--- config.mk ---
export PLATFORM = sky130hd
export DESIGN_NAME = lsr_ctrl
export DESIGN_NICKNAME = d
export VERILOG_FILES = /design/src/design/lsr_pkg.sv /design/src/design/lsr_ctrl.sv
export SDC_FILE = /design/constraint.sdc
export NUM_CORES = 1
export LEC_CHECK = 0
export ABC_AREA = 1
export CAP_MARGIN = 20
export CORE_AREA = 5 5 42 44
export DETAILED_ROUTE_END_ITERATION = 10
export DIE_AREA = 0 0 47 49
export DONT_BUFFER_PORTS = 1
export GPL_ROUTABILITY_DRIVEN = 0
export GPL_TIMING_DRIVEN = 0
export HOLD_SLACK_MARGIN = 0.15
export MAX_ROUTING_LAYER = met4
export SYNTH_ARGS = -nofsm -noshare
export SYNTH_HDL_FRONTEND = slang
export SYNTH_SLANG_ARGS = --single-unit
--- constraint.sdc ---
create_clock -name i_clk -period 1.3 [get_ports i_clk]
set_input_delay 0.195 -clock i_clk [delete_from_list [all_inputs] [get_ports i_clk]]
set_output_delay 0.195 -clock i_clk [all_outputs]
set_load 0.02 [all_outputs]
--- src/design/lsr_pkg.sv ---
package lsr_pkg;

    // default stack depth and fixed field widths
    localparam int unsigned DEPTH_DEF = 128;
    localparam int unsigned WORD_W    = 32;
    localparam int unsigned ACT_W     = 2;
    localparam int unsigned STAT_W    = 2;
    localparam int unsigned CNT_OUT_W = 8;

    // word returned by pop or peek on an empty stack
    localparam logic [WORD_W-1:0] UNDERFLOW_WORD = '1;

    typedef enum logic [ACT_W-1:0] {
        ACT_PUSH    = 2'd0,
        ACT_POP     = 2'd1,
        ACT_PEEK    = 2'd2,
        ACT_REVERSE = 2'd3
    } t_action;

    typedef enum logic [STAT_W-1:0] {
        ST_OK        = 2'd0,
        ST_OVERFLOW  = 2'd1,
        ST_UNDERFLOW = 2'd2
    } t_status;

    // controller to datapath
    typedef struct packed {
        logic load_item;
        logic exec;
        logic rev_read;
        logic rev_wlo;
        logic rev_whi;
        logic out_load;
    } t_cmd;

    // datapath to controller
    typedef struct packed {
        t_action act;
        logic    rev_needed;
        logic    rev_last;
        logic    out_free;
    } t_stat;

endpackage

--- src/design/lsr_ctrl.sv ---
module lsr_ctrl
    import lsr_pkg::*;
(
    input  logic  i_clk,
    input  logic  i_rst_n,
    input  logic  i_in_valid,
    output logic  o_in_ready,
    input  t_stat i_stat,
    output t_cmd  o_cmd
);

    typedef enum logic [5:0] {
        S_IDLE = 6'b000001,
        S_OP   = 6'b000010,
        S_RRD  = 6'b000100,
        S_RWLO = 6'b001000,
        S_RWHI = 6'b010000,
        S_DONE = 6'b100000
    } t_state;

    t_state r_state;
    t_state n_state;

    assign o_in_ready = (r_state == S_IDLE);

    // next state and commands
    always_comb begin
        n_state = r_state;
        o_cmd   = '0;
        case (r_state)
            S_IDLE: begin
                if (i_in_valid) begin
                    o_cmd.load_item = 1'b1;
                    n_state = S_OP;
                end
            end
            S_OP: begin
                o_cmd.exec = 1'b1;
                if (i_stat.act == ACT_REVERSE && i_stat.rev_needed) begin
                    n_state = S_RRD;
                end else begin
                    n_state = S_DONE;
                end
            end
            S_RRD: begin
                o_cmd.rev_read = 1'b1;
                n_state = S_RWLO;
            end
            S_RWLO: begin
                o_cmd.rev_wlo = 1'b1;
                n_state = S_RWHI;
            end
            S_RWHI: begin
                o_cmd.rev_whi = 1'b1;
                n_state = i_stat.rev_last ? S_DONE : S_RRD;
            end
            S_DONE: begin
                if (i_stat.out_free) begin
                    o_cmd.out_load = 1'b1;
                    n_state = S_IDLE;
                end
            end
            default: begin
                n_state = S_IDLE;
            end
        endcase
    end

    always_ff @(posedge i_clk) begin
        if (!i_rst_n) begin
            r_state <= S_IDLE;
        end else begin
            r_state <= n_state;
        end
    end

endmodule

### Word-level counts from Yosys, hierarchy flattened

Index checks and enable logic that the tools add are counted.

* eq/ne operators: 9
* muxes and demuxes: 13
* reduce and logical (&&, ||, !) cells: 2

Operator list (number)
* one-hot mux 6 bit (6 select lines): 1
* two-way mux 6 bit: 4
* two-way mux 1 bit: 8
* == test 6 x 1 -> 1 bit, second input constant: 1
* == test 6 x 2 -> 1 bit, second input constant: 1
* == test 6 x 3 -> 1 bit, second input constant: 1
* == test 6 x 4 -> 1 bit, second input constant: 1
* == test 6 x 5 -> 1 bit, second input constant: 1
* == test 6 bit, second input constant: 1
* inequality test 2 bit, second input constant: 2
* == test 2 bit, second input constant: 1
* AND reduction 2 bit: 1
* logical AND 1 bit: 1

* flip-flop bits (word level): 6
* bits of input ports: 8
* output and inout port bits: 7

### Logic depth before layout (Yosys ltp)

Gate-level depths: netlist (run 1).

* depth after elaboration: 4
* mapped depth: 8

### Least setup slack after synthesis (run 1)

Ideal clock, no wire load.

* kind: flip-flop to output port
* start point: register r_state[5]
* end point: output o_cmd[5] (netlist bit)
* arrival: 947 ps
* required time: 1105 ps
* setup slack: 158 ps
* stages on the path, launching flop included: 4
* path buffers: 0
* cells stage by stage: dfxtp_1 nor2_2 nand3_1 nor2_1

RTL lines
* start: declaration: line lsr_ctrl.sv:21 `t_state r_state;`
* start signal: assignment: line lsr_ctrl.sv:73 `r_state <= n_state;`
* end: declaration: line lsr_ctrl.sv:9 `output t_cmd o_cmd`

==> metrics, run 1 <==
die footprint between 2000 and 2500 um^2; drt drc 0; Antenna diodes 0; Fmax achieved 760.9 MHz; initial antenna violation count 0; largest net degree at the start of global routing 7; final setup margin -0.01421 ns; Pre-antenna DRT Iters 2; failing checks negative setup slack; vias in the first global route 348; PD cells ~940 nW/um^2; post-synthesis sequential area ratio 32.54%; number of flip-flops in the largest register 6; Worst Skew 0.001934 ns; CTS buffer count 3; Slew @ Worst Pin between 0.2 and 0.25 ns; Sink Count 6; Detail Placement HPWL 679.1 um; RSZ-0062 raised after global routing yes; remaining antenna violation count after routing 0; Final #Nets between 70 and 80; P_leak 0.2561 nW; worst hold start i_stat[1]; synth warn 0; data required time at the worst endpoint 1.11 ns; root cell of the clock tree clkbuf_4; PnR Total Power 0.4868 mW; Ports 15; Routed wire per std cell 11.05 um; max-capacitance violation count 0; cell count after synthesis 61; Horiz. Die Dim 47 um; H-tree lvl count 1; Fin. Hold Viols 0; status complete, but fails checks; Worst Setup SP r_state[2]; Die Span Y 49 um; final instance area 519.2 um^2; vias per inst 4.627; Mapped Nets 69; Avg Inst Size Synth 6.051 um^2; TritonCTS clock tree built; Util after Layout 37.05%; Clock Tree Buf Depth 2; Core Area 1401 um^2; slew margin rel. 83.62%; clock slew at reported path FFs 0.04 ns; dpl cells 77; worst min-delay path class input pin to flip-flop; Routed WL 917 um; Worst setup SP type flip-flop; pre-CTS setup slack 0.04717 ns; global-route usage over all layers 8.171%; CP Max Fanout 6; FF+latch count, synth 6; Filler Cell Count 162; Yosys cell types 12; worst reg2reg startpoint r_state[0]; placed cell areas around 400 um^2; worst hold margin 0.1873 ns; Pins Over Slew Limit 0; share of cells above drive strength 1 40.30%; count of buffers from port buffering 0; non-filler instance count after layout 83; initial DRC count 1; Area Overhead vs Synth 40.68%; Biggest register r_state; Setup TNS Final -0.02681 ns; Setup CP Type flip-flop to primary output; Initial Util 26.34%; row cnt 14; Critical Path AT 1.12 ns; biggest regs r_state: 6 flops; via count ~380; first-pass GRT wire length 1.311 mm; Mapped Area roughly 370 um^2; Final Setup Violations 2; gr ovfl total 0; Critical Path Sink Type primary output; Tcrit/Tclk final 101.1%; Worst VDD drop 0.0004854 V; worst skew pair latency 0.24 ns; Tmin final 1.314 ns
logic make-up after synthesis:
kind of cell / count (synthesis) / synth area share [%]
flops: 6 / 32.54
simple gates: 37 / 48.81
buf+inv: 17 / 17.29
compound gates: 1 / 1.355
critical path, cell delays in order (launching register included):
cell	delay, ns
dfxtp_2	0.33
nor2_4	0.23
nand3_2	0.12
nor2_4	0.19
worst paths after layout:
check | end | slack [ns] | cells past startpoint
hold / removal | r_state[2] | 0.19 | 3
setup / recovery | o_cmd[0] | -0.01 | 3
setup reg to reg | r_state[0] | 0.12 | 8
hold reg to reg | r_state[4] | 0.62 | 3
where the power goes:
group	internal, mW	switching (mW)
Sequential	0.193	0.0110
Clock	0.104	0.0625
Combinational	0.0394	0.0767
what timing repair did:
| action | CTS | global route |
|---|---|---|
| pin swaps | 2 | 4 |
| resized for setup | 11 | 14 |
| hold endpoints to repair | 5 | 0 |
| hold buffers | 1 | 0 |
| setup buffers | 2 | 0 |
| endpoints found under the setup margin | 5 | 7 |
| cloned | 0 | 0 |
placed cells by master (no fill, tap or decap), drive strengths merged:
| master | netlist | routed |
|---|---|---|
| nor3 | 1 | 1 |
| dlygate4sd3 | 0 | 1 |
| clkbuf | 0 | 3 |
| nand3 | 10 | 10 |
| nand4 | 2 | 2 |
| dfxtp | 6 | 6 |
| inv | 17 | 17 |
| nor2 | 17 | 17 |
| buf | 0 | 2 |
| nand2 | 7 | 7 |
| a21oi | 1 | 1 |
cell type report:
type / instances / area, um^2 / area share [%]
multi-input cells: 38 / 255.2 / 49.16
flip-flops and latches: 6 / 125.1 / 24.10
inverters: 17 / 71.32 / 13.73
repair buffers: 3 / 25.02 / 4.819
clock buffers: 3 / 22.52 / 4.337
well taps: 16 / 20.02 / 3.855
cells in the mapped netlist, drive strengths merged:
library cell	count	share of area, %
a21oi	1	1.4
dfxtp	6	33
inv	17	17
nand2	7	7.1
nand3	10	16
nand4	2	3.4
nor2	17	21
nor3	1	1.4
routing by layer:
| layer | vias up | global-route usage, % | part of all wire [%] | wire [um] |
|---|---|---|---|---|
| li1 | 197 | - | - | - |
| met1 | 166 | 8.609 | 42 | 389 |
| met2 | 16 | 11.31 | 45 | 413 |
| met3 | 5 | 2.214 | 8.7 | 80 |
| met4 | 0 | 8.295 | 3.7 | 34 |
| met5 | - | - | 0 | 0 |
(Power assumes the default switching activity.)
==> inputs of run 2 (changes only) <==
--- a/config.mk
+++ b/config.mk
@@ -7,14 +7,15 @@
 export LEC_CHECK = 0
 export ABC_AREA = 1
 export CAP_MARGIN = 20
-export CORE_AREA = 5 5 42 44
+export CORE_AREA = 2 2 39 41
 export DETAILED_ROUTE_END_ITERATION = 10
-export DIE_AREA = 0 0 47 49
+export DIE_AREA = 0 0 41 43
 export DONT_BUFFER_PORTS = 1
 export GPL_ROUTABILITY_DRIVEN = 0
 export GPL_TIMING_DRIVEN = 0
 export HOLD_SLACK_MARGIN = 0.15
 export MAX_ROUTING_LAYER = met4
+export PLACE_DENSITY = 0.48
 export SYNTH_ARGS = -nofsm -noshare
 export SYNTH_HDL_FRONTEND = slang
 export SYNTH_SLANG_ARGS = --single-unit
==> constraint.sdc (replaced) <==
create_clock -name i_clk -period 1.58 [get_ports i_clk]
set_input_delay 0.237 -clock i_clk [delete_from_list [all_inputs] [get_ports i_clk]]
set_output_delay 0.237 -clock i_clk [all_outputs]
set_load 0.02 [all_outputs]
==> run 2 against run 1 <==
The run now ends clean. Worst hold slack better by 0.010 ns. Sequential power is 20% lower. Clock skew is 0.0019 ns higher. Total power is 24% lower. Sequential share of layout area is 4.2 points higher. Critical path depth stayed put. First-iteration DRC count grew to 4.0 times the previous value. Via count is 6.5% lower. Cell count is 2.4% lower.
==> metrics, run 2 (synthesized netlist as in run 1, its figures left out) <==
H-tree lvl count 1 (unchanged); CTS buffer count 3 (unchanged); gr ovfl total 0 (unchanged); most frequent cells in the layout inv_1 (15), nor2_1 (13), nand3_1 (8), nand2_1 (7), dfxtp_1 (6) (was inv_1 (12), nor2_1 (10), nand2_1 (7), nor2_4 (6)); CP Max Fanout 5 (was 6); Die Span Y 43 um (was 49 um); Pre-antenna DRT Iters 2 (unchanged); first-pass GRT wire length 1.269 mm (was 1.311 mm); Routed wire per std cell 9.086 um (was 11.05 um); Detail Placement HPWL 629.3 um (was 679.1 um); Filler Cell Count 167 (was 162); Post-CTS Setup Repair Bufs 0 (was 2); slew margin rel. 74.47% (was 83.62%); count of buffers from port buffering 0 (unchanged); Tcrit/Tclk final between 90% and 100%; clock slew at reported path FFs 0.04 ns (about the same); Ports 15 (unchanged); Tmin final 1.471 ns; vias per inst 4.432 (was 4.627); Antenna diodes 0 (unchanged); Util after Layout 30.65% (was 37.05%); initial DRC count 4 (was 1); Initial Util 26.67% (was 26.34%); Routed WL 736 um (was 917 um); TritonCTS clock tree built (unchanged); status finished, final reports clean (was complete, but fails checks); P_leak 0.2417 nW (was 0.2561 nW); Biggest register r_state (unchanged); Area Overhead vs Synth 14.92% (was 40.68%); largest net degree at the start of global routing 7 (unchanged); global-route usage over all layers 11.64% (was 8.171%); Worst Skew 0.003881 ns (was 0.001934 ns); most common cell after layout, fill and taps aside inv_1 (unchanged); Slew @ Worst Pin 0.3816 ns (was 0.2452 ns); row cnt 14 (unchanged); die footprint 1763 um^2 (was 2303 um^2); RSZ-0062 raised after global routing no (was yes); Final #Nets 75 (was 77); initial antenna violation count 0 (unchanged); Fin. Hold Viols 0 (unchanged); R2R depth 5 (was 8); Setup CP Type flip-flop to primary output (unchanged); number of flip-flops in the largest register 6 (unchanged); Horiz. Die Dim 41 um (was 47 um); FF-to-FF End r_state[0] (unchanged); Fmax achieved 679.8 MHz; via count 359 (was 384); Critical Path AT 1.23 ns (was 1.12 ns); vias in the first global route 342 (was 348); share of cells above drive strength 1 16.92% (was 40.30%); max-capacitance violation count 0 (unchanged); Sink Count 6 (unchanged); Pins Over Slew Limit 0 (unchanged); worst reg2reg startpoint r_state[5] (was r_state[0]); drt drc 0 (unchanged); remaining antenna violation count after routing 0 (unchanged); Worst Hold End r_state[4] (was r_state[2]); Worst setup SP type flip-flop (unchanged); worst min-delay path class input pin to flip-flop (unchanged); R2R Setup Slk 0.41 ns (was 0.12 ns); PD cells 868.7 nW/um^2 (was 937.6 nW/um^2); worst hold start i_rst_n (was i_stat[1]); Final Setup Violations 0 (was 2); Core Area 1384 um^2 (was 1401 um^2); biggest regs r_state: 6 flops (unchanged); Worst VDD drop 0.0002253 V (was 0.0004854 V); worst skew pair latency 0.24 ns (about the same); Setup TNS Final 0 ns (was -0.02681 ns); root cell of the clock tree clkbuf_4 (unchanged); hold path cells 2 (was 3); placed cell areas 389.1 um^2 (unchanged); Clock Tree Buf Depth 2 (unchanged); data required time at the worst endpoint 1.34 ns (was 1.11 ns); Critical Path Sink Type primary output (unchanged); final instance area 424.2 um^2 (was 519.2 um^2)
==> run 2: timing repair <==
| item | in CTS | in global routing |
|---|---|---|
| hold buffers | 1 | 0 |
| setup endpoints to repair | 0 | 1 |
| endpoints found under the hold margin | 2 | 0 |
| resized for setup | 0 | 1 |
==> run 2: per-stage QoR <==
step                instances  hold WS [ns]  setup slack (ns)  power, mW
floorplan                  61        0.3346            0.3956     0.2187
global placement           77        0.3550            0.2866     0.2278
detailed placement         77        0.3547            0.2897     0.2283
CTS                        81        0.1915           0.02349     0.3716
global route               81        0.2203           0.03103     0.3959
finish                     81        0.1974            0.1090     0.3684
==> run 2: routing by layer <==
metal  vias to the layer above  track usage (%)  part of all wire [%]
li1                        193                -                     -
met1                       152            12.26                    44
met2                        12            15.94                    47
met3                         2            3.141                   6.7
met4                         0            12.00                   1.9
met5                         -                -                     0
==> run 2: layout make-up <==
| type | instances | area [um^2] | share of cell area, % |
|---|---|---|---|
| Inverter | 17 | 63.81 | 15.04 |
| Tap cell | 16 | 20.02 | 4.720 |
| Clock buffer | 3 | 22.52 | 5.310 |
| Multi-Input combinational cell | 38 | 187.7 | 44.25 |
| Timing Repair Buffer | 1 | 10.01 | 2.360 |
| Sequential cell | 6 | 120.1 | 28.32 |
==> run 2: worst max-delay path, cell delays in order (launching register included) <==
cell and delay (ns):
dfxtp_1 0.32, nor2_2 0.22, nand3_1 0.20, nor2_2 0.25
==> run 2: worst max path at each step <==
stage               start        to  slack, ns
6_report       r_state[5]  o_cmd[5]       0.11
5_1_grt        r_state[0]  o_cmd[0]       0.03
4_1_cts        r_state[5]  o_cmd[5]       0.02
3_5_place_dp   r_state[5]  o_cmd[5]       0.29
3_3_place_gp   r_state[5]  o_cmd[5]       0.29
2_1_floorplan  r_state[5]  o_cmd[5]       0.40
==> run 2: power breakdown <==
group	leakage, nW	switching, mW	internal [mW]	total, mW
registers	0.0488	0.00519	0.158	0.164
clock network	0.0138	0.0537	0.0858	0.139
logic	0.179	0.0470	0.0185	0.0654
total	0.242	0.106	0.263	0.368
==> inputs of run 3 (changes only) <==
--- a/config.mk
+++ b/config.mk
@@ -12,7 +12,6 @@
 export DIE_AREA = 0 0 41 43
 export DONT_BUFFER_PORTS = 1
 export GPL_ROUTABILITY_DRIVEN = 0
-export GPL_TIMING_DRIVEN = 0
 export HOLD_SLACK_MARGIN = 0.15
 export MAX_ROUTING_LAYER = met4
 export PLACE_DENSITY = 0.48
==> run 3 against run 2 <==
Clock power barely moved. Critical endpoint unchanged. Combinational power barely moved. Maximum frequency rose by 2.5%. Highest routed layer unchanged.
==> metrics, run 3 (synthesized netlist as in run 1, its figures left out) <==
status finished, final reports clean (unchanged); clock slew at reported path FFs 0.04 ns (about the same); Slowest-stage cell, CP dfxtp_1 (unchanged); placed cell areas 389.1 um^2 (unchanged); drt drc 0 (unchanged); Detail Placement HPWL 627.1 um (was 629.3 um); non-filler instance count after layout 81 (unchanged); remaining antenna violation count after routing 0 (unchanged); P_leak 0.2417 nW (unchanged); Clock power frac 37.2% (was 37.9%); PD cells 858.9 nW/um^2 (was 868.7 nW/um^2); gr ovfl total 0 (unchanged); worst min-delay path class input pin to flip-flop (unchanged); Worst Setup SP r_state[5] (unchanged); first-pass GRT wire length 1.173 mm (was 1.269 mm); CTS buffer count 3 (unchanged); count of buffers from port buffering 0 (unchanged); combinational power share 17.9% (was 17.8%); Setup CP Type flip-flop to primary output (unchanged); die footprint 1763 um^2 (unchanged); PnR Total Power 0.3643 mW (was 0.3684 mW); R2R depth 5 (unchanged); Flop pwr share 44.9% (was 44.4%); most common cell after layout, fill and taps aside inv_1 (unchanged); Fmax achieved 697.0 MHz (was 679.8 MHz); Horiz. Die Dim 41 um (unchanged); Worst setup SP type flip-flop (unchanged); final setup margin 0.1454 ns (was 0.1090 ns); Initial Util 26.67% (unchanged); Routed WL 753 um (was 736 um); dpl cells 77 (unchanged); Worst VDD drop 0.0003686 V (was 0.0002253 V); biggest regs r_state: 6 flops (unchanged); CP Max Fanout 5 (unchanged); Filler Cell Count 153 (was 167); RSZ-0062 raised after global routing no (unchanged); largest net degree at the start of global routing 7 (unchanged); Area Overhead vs Synth 14.92% (unchanged); hold path cells 2 (unchanged); Final #Nets 75 (unchanged); vias in the first global route 324 (was 342); Pins Over Slew Limit 0 (unchanged); Critical Path AT 1.20 ns (was 1.23 ns); worst path buffer plus inverter count 0 (unchanged); Psw 0.1019 mW (was 0.1059 mW); most frequent CP cell nor2_2 (unchanged); R2R Setup Slk 0.43 ns (was 0.41 ns); pre-CTS setup slack 0.3308 ns (was 0.2897 ns); Slew @ Worst Pin 0.3837 ns (was 0.3816 ns); data required time at the worst endpoint 1.34 ns (about the same); Tmin final 1.435 ns (was 1.471 ns); Sink Count 6 (unchanged); Core Area 1384 um^2 (unchanged); Antenna diodes 0 (unchanged); Worst Hold End r_state[4] (unchanged); Die Span Y 43 um (unchanged); Ports 15 (unchanged); global-route usage over all layers 11.03% (was 11.64%); Post-CTS Setup Repair Bufs 0 (unchanged); initial antenna violation count 0 (unchanged); sw frac 27.98% (was 28.73%); initial DRC count 7 (was 4); Final Setup Violations 0 (unchanged); worst reg2reg startpoint r_state[5] (unchanged); vias per inst 4.346 (was 4.432); root cell of the clock tree clkbuf_4 (unchanged); final instance area 424.2 um^2 (unchanged); share of cells above drive strength 1 16.92% (unchanged); row cnt 14 (unchanged); most frequent cells in the layout inv_1 (15), nor2_1 (13), nand3_1 (8), nand2_1 (7), dfxtp_1 (6) (unchanged); Internal Power 0.2624 mW (was 0.2626 mW); Largest delay share family, worst path simple AND/OR/NAND/NOR gates (unchanged); TritonCTS clock tree built (unchanged); worst hold start i_rst_n (unchanged); Pre-antenna DRT Iters 4 (was 2); Clock Tree Buf Depth 2 (unchanged); number of flip-flops in the largest register 6 (unchanged); Fin. Hold Viols 0 (unchanged); Routed wire per std cell 9.296 um (was 9.086 um); critical path cell sequence nor2_2 -> nand3_1 -> nor2_2 (unchanged); FF-to-FF End r_state[0] (unchanged); max-capacitance violation count 0 (unchanged); Critical Path Sink Type primary output (unchanged); H-tree lvl count 1 (unchanged); Biggest register r_state (unchanged); Worst Skew 0.003457 ns (was 0.003881 ns); Util after Layout 30.65% (unchanged); Tcrit/Tclk final 90.80% (was 93.10%); worst hold margin 0.1909 ns (was 0.1974 ns); via count 352 (was 359); Setup TNS Final 0 ns (unchanged); Max stage delay on crit path 0.32 ns (about the same); slew margin rel. 74.33% (was 74.47%); worst skew pair latency 0.24 ns (about the same)
[run 3: power groups by stage]
| stage | clock network, mW | registers, mW | logic [mW] |
|---|---|---|---|
| 2_1_floorplan | 0 | 0.165 | 0.0533 |
| 3_3_place_gp | 0 | 0.166 | 0.0621 |
| 3_5_place_dp | 0 | 0.166 | 0.0611 |
| 4_1_cts | 0.144 | 0.164 | 0.0639 |
| 5_1_grt | 0.152 | 0.164 | 0.0735 |
| 6_report | 0.136 | 0.164 | 0.0651 |
[run 3: area by class of cell]
cell class	instances	area, um^2	share of cell area (%)
flip-flops and latches	6	120.1	28.32
inverters	17	63.81	15.04
multi-input cells	38	187.7	44.25
well taps	16	20.02	4.720
repair buffers	1	10.01	2.360
clock buffers	3	22.52	5.310
[run 3: worst max path at each step]
stage                     to  slack (ns)  depth (start not counted)
finish              o_cmd[5]        0.15                          3
CTS                 o_cmd[5]        0.06                          3
detailed placement  o_cmd[5]        0.33                          3
global route        o_cmd[5]        0.02                          3
global placement    o_cmd[5]        0.33                          3
floorplan           o_cmd[5]        0.40                          3
[run 3: routing by layer]
layer / routed length [um] / GRT usage [%] / up-vias
li1: - / - / 194
met1: 350 / 11.65 / 144
met2: 334 / 14.69 / 12
met3: 51 / 3.141 / 2
met4: 17 / 12.00 / 0
met5: 0 / - / -
[run 3: worst reg2reg max path, delay by kind of cell (launching register included)]
kind	cells	cell delay [ns]
buffers and inverters	1	0.22
and+or+nand+nor	3	0.45
DFF	1	0.32
AOI/OAI and AO/OA	1	0.10
[run 3: what timing repair did]
| item | 4_1_cts | 5_1_grt |
|---|---|---|
| resized for setup | 0 | 1 |
| setup endpoints to repair | 0 | 1 |
| hold endpoints to repair | 2 | 0 |
| hold buffers | 1 | 0 |
